==> src/sv/rhc_pkg.sv <==
// Shared types and constants for the RGB to HSL converter.
// No dependencies; every design file imports this package.
package rhc_pkg;

    localparam int DIV_STAGES  = 24;
    localparam int DIV_WIDTH   = 24;
    localparam int QUEUE_DEPTH = 4;
    localparam int PTR_WIDTH   = $clog2(QUEUE_DEPTH);
    localparam int CNT_WIDTH   = $clog2(QUEUE_DEPTH + 1);

    localparam logic [11:0] SECTOR_UNITS = 12'd3840;
    localparam logic [14:0] FULL_TURN    = 15'd23040;
    localparam logic [14:0] HUE_MAX      = 15'd23039;
    localparam logic [8:0]  LIGHT_MAX    = 9'd510;
    localparam logic [15:0] SAT_MAX      = 16'hFFFF;

    // One classified pixel as it waits in the queue.
    typedef struct packed {
        logic [DIV_WIDTH-1:0] hue_num;
        logic [7:0]           hue_den;
        logic                 hue_neg;
        logic [DIV_WIDTH-1:0] sat_num;
        logic [7:0]           sat_den;
        logic [8:0]           lightness;
        logic                 chroma;
    } pixel_word_t;

    // Fields that ride alongside the dividers.
    typedef struct packed {
        logic       valid;
        logic       hue_neg;
        logic [8:0] lightness;
        logic       chroma;
    } side_t;

    // Queue status seen by the producer and the consumer.
    typedef struct packed {
        logic full;
        logic empty;
    } queue_stat_t;

endpackage

==> src/sv/rgb_to_hsl_converter_core.sv <==
// Top level of the RGB to HSL converter.
// Depends on rhc_pkg, rhc_front, rhc_queue, rhc_back (and rhc_div through it).
//
// Usage: the input channel carries one pixel word (red_in, green_in, blue_in)
// and is taken at a rising edge where in_valid is high and in_stall is low.
// The output channel carries hue_angle (1/64 degree), lightness_twice (max plus
// min) and saturation_frac (Q0.16) and is taken where out_valid is high and
// out_stall is low. Every pixel gives exactly one result word, in order.
// Throughput is one pixel per clock while the receiver does not stall. From
// acceptance to out_valid a word passes the front register, the queue, the 24
// one-bit-per-stage divider stages and the output register, which takes the
// word at the end of the last divider stage.
// After reset deasserts the block is empty and takes a pixel at once;
// no clearing pass is needed since no state is kept between pixels.
// When the receiver stalls, the result holds and the divider pipeline freezes;
// the four-word queue keeps absorbing pixels, and in_stall rises only once the
// queue is full and the front register holds a word as well.
module rgb_to_hsl_converter_core (
    input  logic        clk,
    input  logic        rst_n,
    input  logic        in_valid,
    output logic        in_stall,
    input  logic [7:0]  red_in,
    input  logic [7:0]  green_in,
    input  logic [7:0]  blue_in,
    output logic        out_valid,
    input  logic        out_stall,
    output logic [14:0] hue_angle,
    output logic [8:0]  lightness_twice,
    output logic [15:0] saturation_frac
);
    import rhc_pkg::*;

    queue_stat_t q_stat;
    pixel_word_t push_word, head_word;
    logic        push, pop;

    // Front part: classification and divider operands.
    rhc_front u_front (
        .clk       (clk),
        .rst_n     (rst_n),
        .in_valid  (in_valid),
        .in_stall  (in_stall),
        .red_in    (red_in),
        .green_in  (green_in),
        .blue_in   (blue_in),
        .q_stat    (q_stat),
        .push      (push),
        .push_word (push_word)
    );

    // The queue lets the front keep accepting while the back is held.
    rhc_queue u_queue (
        .clk       (clk),
        .rst_n     (rst_n),
        .push      (push),
        .push_word (push_word),
        .pop       (pop),
        .head_word (head_word),
        .q_stat    (q_stat)
    );

    // Back part: the two dividers and the output register.
    rhc_back u_back (
        .clk             (clk),
        .rst_n           (rst_n),
        .head_word       (head_word),
        .q_stat          (q_stat),
        .pop             (pop),
        .out_valid       (out_valid),
        .out_stall       (out_stall),
        .hue_angle       (hue_angle),
        .lightness_twice (lightness_twice),
        .saturation_frac (saturation_frac)
    );

endmodule

==> src/sv/rhc_front.sv <==
// Front part: registers an accepted pixel, finds max, min, the hue sector and the
// divider operands, and pushes the classified word into the queue. Uses rhc_pkg.
module rhc_front (
    input  logic                clk,
    input  logic                rst_n,
    input  logic                in_valid,
    output logic                in_stall,
    input  logic [7:0]          red_in,
    input  logic [7:0]          green_in,
    input  logic [7:0]          blue_in,
    input  rhc_pkg::queue_stat_t q_stat,
    output logic                push,
    output rhc_pkg::pixel_word_t push_word
);
    import rhc_pkg::*;

    logic        valid_reg, valid_next;
    pixel_word_t word_reg, word_next;
    logic        load;

    logic [7:0]  mx, mn, diff;
    logic [8:0]  sum;
    logic [11:0] sector_term;
    logic [23:0] product;

    always_comb
    begin
        mx = red_in;
        mn = red_in;
        if (green_in > mx) mx = green_in;
        if (blue_in > mx)  mx = blue_in;
        if (green_in < mn) mn = green_in;
        if (blue_in < mn)  mn = blue_in;
        diff = mx - mn;
        sum  = {1'b0, mx} + {1'b0, mn};

        word_next.hue_neg = 1'b0;
        if (red_in == mx)
        begin
            // Red sector: magnitude of green minus blue, sign kept aside.
            if (green_in < blue_in)
            begin
                sector_term       = {4'b0, blue_in - green_in};
                word_next.hue_neg = 1'b1;
            end
            else
            begin
                sector_term = {4'b0, green_in - blue_in};
            end
        end
        else if (green_in == mx)
        begin
            sector_term = ({4'b0, diff} << 1) + {4'b0, blue_in} - {4'b0, red_in};
        end
        else
        begin
            sector_term = ({4'b0, diff} << 2) + {4'b0, red_in} - {4'b0, green_in};
        end
        product = {12'b0, sector_term} * {12'b0, SECTOR_UNITS};

        word_next.hue_num   = product;
        word_next.hue_den   = diff;
        word_next.sat_num   = {diff, 16'b0};
        word_next.sat_den   = (sum <= 9'd255) ? sum[7:0] : 8'(LIGHT_MAX - sum);
        word_next.lightness = sum;
        word_next.chroma    = (diff != 8'd0);
    end

    assign push     = valid_reg && !q_stat.full;
    assign in_stall = valid_reg && q_stat.full;
    assign load     = in_valid && !in_stall;

    always_comb
    begin
        valid_next = valid_reg;
        if (load)
            valid_next = 1'b1;
        else if (push)
            valid_next = 1'b0;
    end

    always_ff @(posedge clk or negedge rst_n)
    begin
        if (!rst_n)
            valid_reg <= 1'b0;
        else
            valid_reg <= valid_next;
    end

    always_ff @(posedge clk)
    begin
        if (load)
            word_reg <= word_next;
    end

    assign push_word = word_reg;

endmodule

==> src/sv/rhc_queue.sv <==
// Short queue that decouples the front part from the divider pipeline.
// Uses rhc_pkg for the word type and depth.
module rhc_queue (
    input  logic                 clk,
    input  logic                 rst_n,
    input  logic                 push,
    input  rhc_pkg::pixel_word_t push_word,
    input  logic                 pop,
    output rhc_pkg::pixel_word_t head_word,
    output rhc_pkg::queue_stat_t q_stat
);
    import rhc_pkg::*;

    pixel_word_t          mem_reg [QUEUE_DEPTH];
    logic [PTR_WIDTH-1:0] wr_ptr_reg, wr_ptr_next;
    logic [PTR_WIDTH-1:0] rd_ptr_reg, rd_ptr_next;
    logic [CNT_WIDTH-1:0] count_reg, count_next;

    always_comb
    begin
        wr_ptr_next = push ? wr_ptr_reg + 1'b1 : wr_ptr_reg;
        rd_ptr_next = pop ? rd_ptr_reg + 1'b1 : rd_ptr_reg;
        count_next  = count_reg;
        if (push && !pop)
            count_next = count_reg + 1'b1;
        else if (pop && !push)
            count_next = count_reg - 1'b1;
    end

    always_ff @(posedge clk or negedge rst_n)
    begin
        if (!rst_n)
        begin
            wr_ptr_reg <= '0;
            rd_ptr_reg <= '0;
            count_reg  <= '0;
        end
        else
        begin
            wr_ptr_reg <= wr_ptr_next;
            rd_ptr_reg <= rd_ptr_next;
            count_reg  <= count_next;
        end
    end

    always_ff @(posedge clk)
    begin
        if (push)
            mem_reg[wr_ptr_reg] <= push_word;
    end

    assign head_word    = mem_reg[rd_ptr_reg];
    assign q_stat.full  = (count_reg == CNT_WIDTH'(QUEUE_DEPTH));
    assign q_stat.empty = (count_reg == '0);

    a_count_bound: assert property (@(posedge clk) disable iff (!rst_n)
        count_reg <= CNT_WIDTH'(QUEUE_DEPTH))
        else $error("queue count above depth");
    a_no_underflow: assert property (@(posedge clk) disable iff (!rst_n)
        pop |-> count_reg != '0)
        else $error("pop from empty queue");
    a_push_grows: assert property (@(posedge clk) disable iff (!rst_n)
        (push && !pop) |=> count_reg == $past(count_reg) + 1'b1)
        else $error("push did not grow queue");

endmodule

==> src/sv/rhc_div.sv <==
// Pipelined restoring divider, one quotient bit per stage, 8-bit divisor.
// Uses rhc_pkg for the stage count and width.
module rhc_div (
    input  logic                          clk,
    input  logic                          en,
    input  logic [rhc_pkg::DIV_WIDTH-1:0] num,
    input  logic [7:0]                    den,
    output logic [rhc_pkg::DIV_WIDTH-1:0] quo
);
    import rhc_pkg::*;

    logic [DIV_WIDTH-1:0] w_reg   [DIV_STAGES];
    logic [7:0]           rem_reg [DIV_STAGES];
    logic [7:0]           den_reg [DIV_STAGES];

    genvar k;
    generate
        for (k = 0; k < DIV_STAGES; k++)
        begin : g_stage
            logic [DIV_WIDTH-1:0] w_in;
            logic [7:0]           rem_in, den_in;
            logic [8:0]           trial;
            logic                 fits;

            if (k == 0)
            begin : g_first
                assign w_in   = num;
                assign rem_in = 8'd0;
                assign den_in = den;
            end
            else
            begin : g_next
                assign w_in   = w_reg[k-1];
                assign rem_in = rem_reg[k-1];
                assign den_in = den_reg[k-1];
            end

            assign trial = {rem_in, w_in[DIV_WIDTH-1]};
            assign fits  = (trial >= {1'b0, den_in});

            always_ff @(posedge clk)
            begin
                if (en)
                begin
                    w_reg[k]   <= {w_in[DIV_WIDTH-2:0], fits};
                    rem_reg[k] <= fits ? 8'(trial - {1'b0, den_in}) : trial[7:0];
                    den_reg[k] <= den_in;
                end
            end
        end
    endgenerate

    assign quo = w_reg[DIV_STAGES-1];

endmodule

==> src/sv/rhc_back.sv <==
// Back part: pops classified words, runs the hue and saturation dividers and
// forms the result in the output register. Uses rhc_pkg and rhc_div.
module rhc_back (
    input  logic                 clk,
    input  logic                 rst_n,
    input  rhc_pkg::pixel_word_t head_word,
    input  rhc_pkg::queue_stat_t q_stat,
    output logic                 pop,
    output logic                 out_valid,
    input  logic                 out_stall,
    output logic [14:0]          hue_angle,
    output logic [8:0]           lightness_twice,
    output logic [15:0]          saturation_frac
);
    import rhc_pkg::*;

    logic                 en;
    logic                 valid_reg;
    side_t                side_reg [DIV_STAGES];
    side_t                side_in, side_last;
    logic [DIV_WIDTH-1:0] hue_q, sat_q;
    logic [14:0]          hue_reg, hue_next;
    logic [8:0]           light_reg;
    logic [15:0]          sat_reg, sat_next;

    // The whole pipeline holds only while a finished result is refused.
    assign en  = !(valid_reg && out_stall);
    assign pop = en && !q_stat.empty;

    assign side_in.valid     = pop;
    assign side_in.hue_neg   = head_word.hue_neg;
    assign side_in.lightness = head_word.lightness;
    assign side_in.chroma    = head_word.chroma;

    rhc_div u_hue_div (
        .clk (clk),
        .en  (en),
        .num (head_word.hue_num),
        .den (head_word.hue_den),
        .quo (hue_q)
    );

    rhc_div u_sat_div (
        .clk (clk),
        .en  (en),
        .num (head_word.sat_num),
        .den (head_word.sat_den),
        .quo (sat_q)
    );

    always_ff @(posedge clk or negedge rst_n)
    begin
        if (!rst_n)
        begin
            for (int i = 0; i < DIV_STAGES; i++)
                side_reg[i] <= '0;
        end
        else if (en)
        begin
            side_reg[0] <= side_in;
            for (int i = 1; i < DIV_STAGES; i++)
                side_reg[i] <= side_reg[i-1];
        end
    end

    assign side_last = side_reg[DIV_STAGES-1];

    always_comb
    begin
        hue_next = 15'd0;
        sat_next = 16'd0;
        if (side_last.chroma)
        begin
            if (side_last.hue_neg && hue_q != '0)
                hue_next = FULL_TURN - hue_q[14:0];
            else
                hue_next = hue_q[14:0];
            sat_next = (sat_q > DIV_WIDTH'(SAT_MAX)) ? SAT_MAX : sat_q[15:0];
        end
    end

    always_ff @(posedge clk or negedge rst_n)
    begin
        if (!rst_n)
            valid_reg <= 1'b0;
        else if (en)
            valid_reg <= side_last.valid;
    end

    always_ff @(posedge clk)
    begin
        if (en)
        begin
            hue_reg   <= hue_next;
            light_reg <= side_last.lightness;
            sat_reg   <= sat_next;
        end
    end

    assign out_valid       = valid_reg;
    assign hue_angle       = hue_reg;
    assign lightness_twice = light_reg;
    assign saturation_frac = sat_reg;

    a_hue_range: assert property (@(posedge clk) disable iff (!rst_n)
        valid_reg |-> hue_reg <= HUE_MAX)
        else $error("hue out of range");
    a_light_range: assert property (@(posedge clk) disable iff (!rst_n)
        valid_reg |-> light_reg <= LIGHT_MAX)
        else $error("lightness out of range");
    a_gray_zero: assert property (@(posedge clk) disable iff (!rst_n)
        (en && side_last.valid && !side_last.chroma) |=> hue_reg == '0 && sat_reg == '0)
        else $error("achromatic pixel with nonzero hue or saturation");

endmodule

==> config.mk <==
export PLATFORM = sky130hd
export DESIGN_NAME = rgb_to_hsl_converter_core
export DESIGN_NICKNAME = d
export VERILOG_FILES = /design/src/sv/rhc_pkg.sv /design/src/sv/rgb_to_hsl_converter_core.sv /design/src/sv/rhc_front.sv /design/src/sv/rhc_queue.sv /design/src/sv/rhc_div.sv /design/src/sv/rhc_back.sv
export SDC_FILE = /design/constraint.sdc
export NUM_CORES = 2
export LEC_CHECK = 0
export ABC_AREA = 0
export BUFFER_PORTS_ARGS = -buffer_cell sky130_fd_sc_hd__buf_2
export CORE_AREA = 2 2 376 378
export CTS_CLUSTER_SIZE = 16
export DETAILED_ROUTE_END_ITERATION = 8
export DIE_AREA = 0 0 378 380
export HOLD_SLACK_MARGIN = 0.1
export PLACE_DENSITY_LB_ADDON = 0.25
export SYNTH_ARGS = -nofsm -noshare
export SYNTH_HDL_FRONTEND = slang
export SYNTH_SLANG_ARGS = --single-unit
==> constraint.sdc <==
create_clock -name clk -period 52.9 [get_ports clk]
set_input_delay 13.225 -clock clk [delete_from_list [all_inputs] [get_ports clk]]
set_output_delay 13.225 -clock clk [all_outputs]
set_load 0.01 [all_outputs]
## After elaboration in Yosys (flattened, before gate mapping)

Memory sizes are Yosys's and may differ from the RTL's.
Index checks and enable logic that the tools add are counted.

- Bits of input ports: 28
- Bits in writable memories: 2,124
- Register bits: 380
- Word-level logic and storage cells: 323
- Memories: 7
- Output and inout bits: 42

- $add $sub $neg: 62
- Multiplexer cells: 66
- Order comparisons: 55
- Equal/unequal tests: 3
- Reductions and logical operators: 19
- $mul: 1

Memories:

| name | depth | width | read ports | clocked after memory_dff | wr ports | RTL line | RTL |
|---|---|---|---|---|---|---|---|
| u_back.u_hue_div.w_reg | 24 | 24 | 24 | 0 | 24 | rhc_div.sv:12 | `logic [DIV_WIDTH-1:0] w_reg [DIV_STAGES];` |
| u_back.u_sat_div.w_reg | 24 | 24 | 24 | 0 | 24 | rhc_div.sv:12 |  |
| u_queue.mem_reg | 4 | 51 | 1 | 0 | 1 | rhc_queue.sv:14 | `pixel_word_t mem_reg [QUEUE_DEPTH];` |
| u_back.u_hue_div.den_reg | 24 | 8 | 23 | 0 | 24 | rhc_div.sv:14 | `logic [7:0] den_reg [DIV_STAGES];` |
| u_back.u_hue_div.rem_reg | 24 | 8 | 23 | 0 | 24 | rhc_div.sv:13 | `logic [7:0] rem_reg [DIV_STAGES];` |
| u_back.u_sat_div.den_reg | 24 | 8 | 23 | 0 | 24 | rhc_div.sv:14 |  |
| 1 more memories | -- | -- | -- | -- | -- | -- |  |

Operators by type and width:

| kind | count |
|---|---|
| 2-to-1 mux 8 bit | 54 |
| greater-or-equal comparator 9 x 8 -> 1 bit | 46 |
| subtractor 8 bit | 49 |
| greater-than comparator 24 x 16 -> 1 bit (second input constant) | 1 |
| less-than comparator 8 bit | 3 |
| 2-to-1 mux 12 bit | 2 |
| nonzero test 24 bit | 1 |
| subtractor 12 x 8 -> 12 bit | 2 |
| == test 8 bit | 2 |
| greater-or-equal comparator 1 x 8 -> 1 bit | 2 |
| greater-than comparator 8 bit | 2 |
| multiplier 12 x 4 -> 16 bit (second input constant) | 1 |
| 2-to-1 mux 16 bit | 1 |
| subtractor 1 x 8 -> 8 bit | 2 |
| 2-to-1 mux 15 bit | 1 |
| subtractor 15 bit (first input constant) | 1 |
| adder 10 x 8 -> 11 bit | 1 |
| adder 9 x 8 -> 10 bit | 1 |
| adder 8 x 8 -> 9 bit | 1 |
| <= comparator 9 x 8 -> 1 bit (second input constant) | 1 |
| logical AND 1 bit | 8 |
| nonzero test 8 bit | 1 |
| subtractor 8 bit (first input constant) | 1 |
| zero test 1 bit | 6 |
| other kinds (8) | 16 |

## Depth between registers and ports, before layout

- Depth after elaboration: 10
- Depth in mapped cells: 48
- Depth with buffers taken out: 46

## By module

A second synthesis with hierarchy kept.

- Cell total of the unflattened synthesis: 7,373
- Area total of the unflattened synthesis: 108,298.9 um^2

Modules (own cells, without submodules):

| module | sequential area each (um^2) | area an instance (um^2) | cells each | instances |
|---|---|---|---|---|
| rhc_div at u_back.u_sat_div | 28,347.2 | 38,812.2 | 2,426 | 1 |
| rhc_div at u_back.u_hue_div | 28,347.2 | 38,773.4 | 2,431 | 1 |
| rhc_back | 8,433.1 | 12,565.8 | 1,352 | 1 |
| rhc_queue | 9,183.8 | 11,245.8 | 426 | 1 |
| rhc_front | 1,256.2 | 6,901.6 | 738 | 1 |

## Worst setup path before layout

Ideal clock, no wire load.

- Path kind: input port to flip-flop
- From: input port out_stall
- To: register u_back.side_reg[37] (netlist name)
- Setup time: 211 ps
- Data required time: 52,689 ps
- Stages on the path: 5
- Buffers on the path: 3
- Setup slack: -5,933 ps
- Data arrival time: 58,622 ps
- Cells stage by stage: nand2_1 clkbuf_1 clkbuf_1 clkbuf_1 mux2_2

- Cells in the longest elaborated chain, start to end: 1

RTL lines:

| element | RTL line | RTL |
|---|---|---|
| from (decl) | rgb_to_hsl_converter_core.sv:27 | `input logic out_stall,` |
| logical AND 1 bit | rhc_back.sv:27 | `assign en = !(valid_reg && out_stall);` |
| to (signal, indexed assignment) | rhc_back.sv:62 | `side_reg[i] <= side_reg[i-1];` |
| to (decl) | rhc_back.sv:19 | `side_t side_reg [DIV_STAGES];` |

Every way passes these cells.
A chain may end at the register's enable or synchronous reset.

## Worst setup path in the final report

- From: input port red_in[1]
- To: register u_front.word_reg, in the netlist u_front.push_word[74] (data pin)

- Cells in the longest elaborated chain, start to end: 10

RTL lines:

| element | RTL line | RTL |
|---|---|---|
| from (decl) | rgb_to_hsl_converter_core.sv:23 | `input logic [7:0] red_in,` |
| greater-than comparator 8 bit or less-than comparator 8 bit (tied branches) | rhc_front.sv:30, rhc_front.sv:32 |  |
| 2-to-1 mux 8 bit, on equally long branches | rhc_front.sv:30, rhc_front.sv:32 |  |
| greater-than comparator 8 bit or less-than comparator 8 bit (tied branches) | rhc_front.sv:31, rhc_front.sv:33 |  |
| 2-to-1 mux 8 bit, on equally long branches | rhc_front.sv:31, rhc_front.sv:33 |  |
| subtractor 8 bit * | rhc_front.sv:34 | `diff = mx - mn;` |
| named net u_front.diff[4] | rhc_front.sv:21 | `logic [7:0] mx, mn, diff;` |
| adder 10 x 8 -> 11 bit or adder 9 x 8 -> 10 bit (tied branches) | rhc_front.sv:57, rhc_front.sv:53 |  |
| subtractor 12 x 8 -> 12 bit, on equally long branches | rhc_front.sv:57, rhc_front.sv:53 |  |
| 2-to-1 mux 12 bit * | rhc_front.sv:51 | `else if (green_in == mx)` |
| 2-to-1 mux 12 bit * | rhc_front.sv:38 | `if (red_in == mx)` |
| multiplier 12 x 4 -> 16 bit * | rhc_front.sv:59 | `product = {12'b0, sector_term} * {12'b0, SECTOR_UNITS};` |
| named net u_front.product[23] | rhc_front.sv:24 | `logic [23:0] product;` |
| to (signal assigned) | rhc_front.sv:93 | `word_reg <= word_next;` |
| to (decl) | rhc_front.sv:18 | `pixel_word_t word_reg, word_next;` |

The timed path passes the listed nets; every way through them passes the cells marked *.

==> metrics.csv <==
stage,metric,value,unit
outcome,status,"finished, final reports clean",
worst_setup_path,Critical Path End Type,flip-flop,
synth,"Distinct cells, synth",69,
clock_network,count of cells resized by post-cts repair,0,
synth,most frequent cell after synthesis,edfxtp_1,
drt,Routed Antenna Nets,0,
min_path,hold depth,0,
placed_design,I/O Buffers,69,
synth,mapped cell area,0.0873,sq mm
worst_setup_path,CP Class,in -> reg,
drt,Total Routed Length,143000,um
floorplan,Initial Utilization,0.627,
clock_network,CTS Buffer Depth,3,
clock_network,worst-skew pair later-pin latency,0.80,ns
worst_setup_path,Crit path top cell by count,a21oi_1,
min_path,hold path endpoint,u_back.u_sat_div.w_reg[1][31]$_DFFE_PN_,
drt,Via-to-Cell Ratio,5.53,
synth,post-synth top area cell,edfxtp_1,
sta,final hold viol count,0,
synth,Synth Flop Type,edfxtp_1,
final_layout,FF/Latch Area,0.0578,sq mm
placed_design,gpl congestion,0.889,
clock_network,hold_buf cts,0,
synth,Synth Net Count,6349,
floorplan,Ports,70,
floorplan,Cell Rows,137,
synth,share of the synthesized area in the top cell type,0.577,
drt,WL per Instance,17.7,um
synth,cell count after synthesis,5766,
synth,sequential area share after synthesis,0.662,
clock_network,Setup Buffers After CTS,0,
grt,first-pass GRT wire length,232000,um
grt,vias in the first global route,45300,
grt,largest net degree at the start of global routing,201,
sta,achievable clock frequency,43.0,MHz
min_path,min-delay worst type,reg -> reg,
synth,Post-synth EDFFs,1678,
floorplan,die footprint,0.144,sq mm
sta,crit share post-route,0.439,
final_layout,Final Util,0.692,
sta,Pins Over Slew Limit,0,
worst_setup_path,Worst path max stage delay,0.80,ns
final_layout,"Net count, final",6584,
clock_network,clock root buffer master,clkbuf_16,
worst_setup_path,"Req. time, crit path",53.44,ns
grt,Tot GR Track Use,0.201,
synth,Mean Syn Cell Area,15.1,sq um
floorplan,Core Footprint,0.139,sq mm
floorplan,die width,378,um
synth,Post-synth top cells,"edfxtp_1, inv_1, mux2_2",
final_layout,Ant. Diodes,0,
drt,remaining design rule violation count,0,
worst_setup_path,CP arrival,23.79,ns
sta,Worst Tran Pin Value,1.14,ns
synth,share of flip-flops with an asynchronous set or reset,0.150,
worst_setup_path,Worst setup SP type,input port,
worst_setup_path,Crit Path Max Fanout,15,
placed_design,post-detailed-placement half-perimeter wirelength,95300,um
drt,Pre-antenna DRT Iters,5,
floorplan,Die Y,380,um
clock_network,TritonCTS Buffers,193,
sta,RSZ-0062 raised after global routing,no,
worst_setup_path,R2R depth,6,
flow_run,max cap viols,0,
sta,final setup vio count,0,
final_layout,Largest register FFs,420,
synth,leading post-synthesis cells by cell area,"edfxtp_1, dfrtp_1, ha_1",
worst_setup_path,slowest CP cell,xnor2_1,
clock_network,Sink Count,1975,
final_layout,fillcell total,9154,
worst_setup_path,R2R setup slack,47.11,ns
min_path,worst min-delay path startpoint,u_back.u_sat_div.w_reg[1][6]$_DFFE_PN_,
grt,antenna violations before repair,0,
final_layout,area of the multi-input gates,0.0270,sq mm
synth,yosys warns,0,
clock_network,H-tree levels,4,
worst_setup_path,r2r startpoint,u_back.out_valid$_DFFE_PN0N_,
worst_setup_path,capture point of the worst reg-to-reg path,u_back.u_sat_div.w_reg[2][107]$_DFFE_PN_,
final_layout,area grow syn2layout,10.3,%
synth,#FFs+latches synth,1975,
sta,Max transition margin,0.239,
clock_network,CTS tree,done,
sta,total negative setup slack,0,ns
final_layout,share of cells above drive strength 1,0.164,
clock_network,clk slew on worst S/H paths,0.06,ns
drt,initial DRC count,2767,
sta,Tmin final,23.25,ns
drt,total number of vias,44500,
sta,skew final,0.0418,ns
grt,gr ovfl total,0,
==> area by class of cell <==
class | count | area share
Clock buffer | 251 | 0.0539
Sequential cell | 1975 | 0.600
Clock inverter | 108 | 0.0112
Multi-Input combinational cell | 3114 | 0.280
Tap cell | 1876 | 0.0244
Inverter | 617 | 0.0240
Timing Repair Buffer | 100 | 0.00662
==> layout by cell type, fill, tap and decap left out, drive strengths merged, types with 62 or more instances in the layout <==
cell type / n
xnor2: 193
nand2: 128
ha: 481
nor2b: 109
buf: 100
edfxtp: 1678
nand4: 73
o21ai: 221
inv: 626
mux2: 524
a21boi: 91
clkinv: 76
fa: 74
nor2: 304
dfrtp: 297
xor2: 85
a21oi: 157
a21o: 62
mux2i: 92
clkbuf: 251
o21a: 124
==> cells by family after synthesis <==
family,count (synthesis),synth area share
flops,1975,0.662
simple gates,867,0.0490
compound gates,760,0.0577
buf+inv,677,0.0294
mux,654,0.0879
fa+ha+maj,555,0.0859
xor+xnor,278,0.0281
==> worst max-delay path by stage <==
stage / startpoint / end / depth (start not counted)
floorplan: out_stall / u_back.side_reg[37]$_DFFE_PN0N_ / 5
global placement: red_in[1] / u_front.push_word[74]$_DFFE_PP_ / 43
detailed placement: red_in[1] / u_front.push_word[74]$_DFFE_PP_ / 42
CTS: red_in[1] / u_front.push_word[74]$_DFFE_PP_ / 42
global route: red_in[1] / u_front.push_word[73]$_DFFE_PP_ / 42
finish: red_in[1] / u_front.push_word[74]$_DFFE_PP_ / 45
==> metal layers <==
layer | wire length, um | track usage
met5 | 0 | 0
met4 | 3840 | 0.0612
met3 | 4450 | 0.0297
met1 | 62900 | 0.267
met2 | 71400 | 0.343
==> critical path, delay by kind of cell <==
| kind | cells | cell delay (ns) |
|---|---|---|
| xor gates and xnor gates | 4 | 1.20 |
| AOI/OAI and AO/OA | 18 | 3.94 |
| and+or+nand+nor | 8 | 1.65 |
| muxes | 1 | 0.21 |
| buffers and inverters | 5 | 0.57 |
| adders and majority gates | 9 | 3.00 |
==> metrics by stage <==
stage / instance area (sq um) / setup WS [ns] / cells / hold slack [ns]
2_1_floorplan: 87300 / 18.25 / 5766 / 0.400
3_3_place_gp: 90100 / 28.81 / 7682 / 0.400
3_5_place_dp: 90100 / 28.79 / 7682 / 0.405
4_1_cts: 96400 / 29.64 / 8041 / 0.383
5_1_grt: 96400 / 28.83 / 8041 / 0.390
6_report: 96400 / 29.65 / 8041 / 0.391
Power is left out: the tool's default activity adds up to more than one toggle a clock period on the data nets, which glitch-free logic cannot reach.
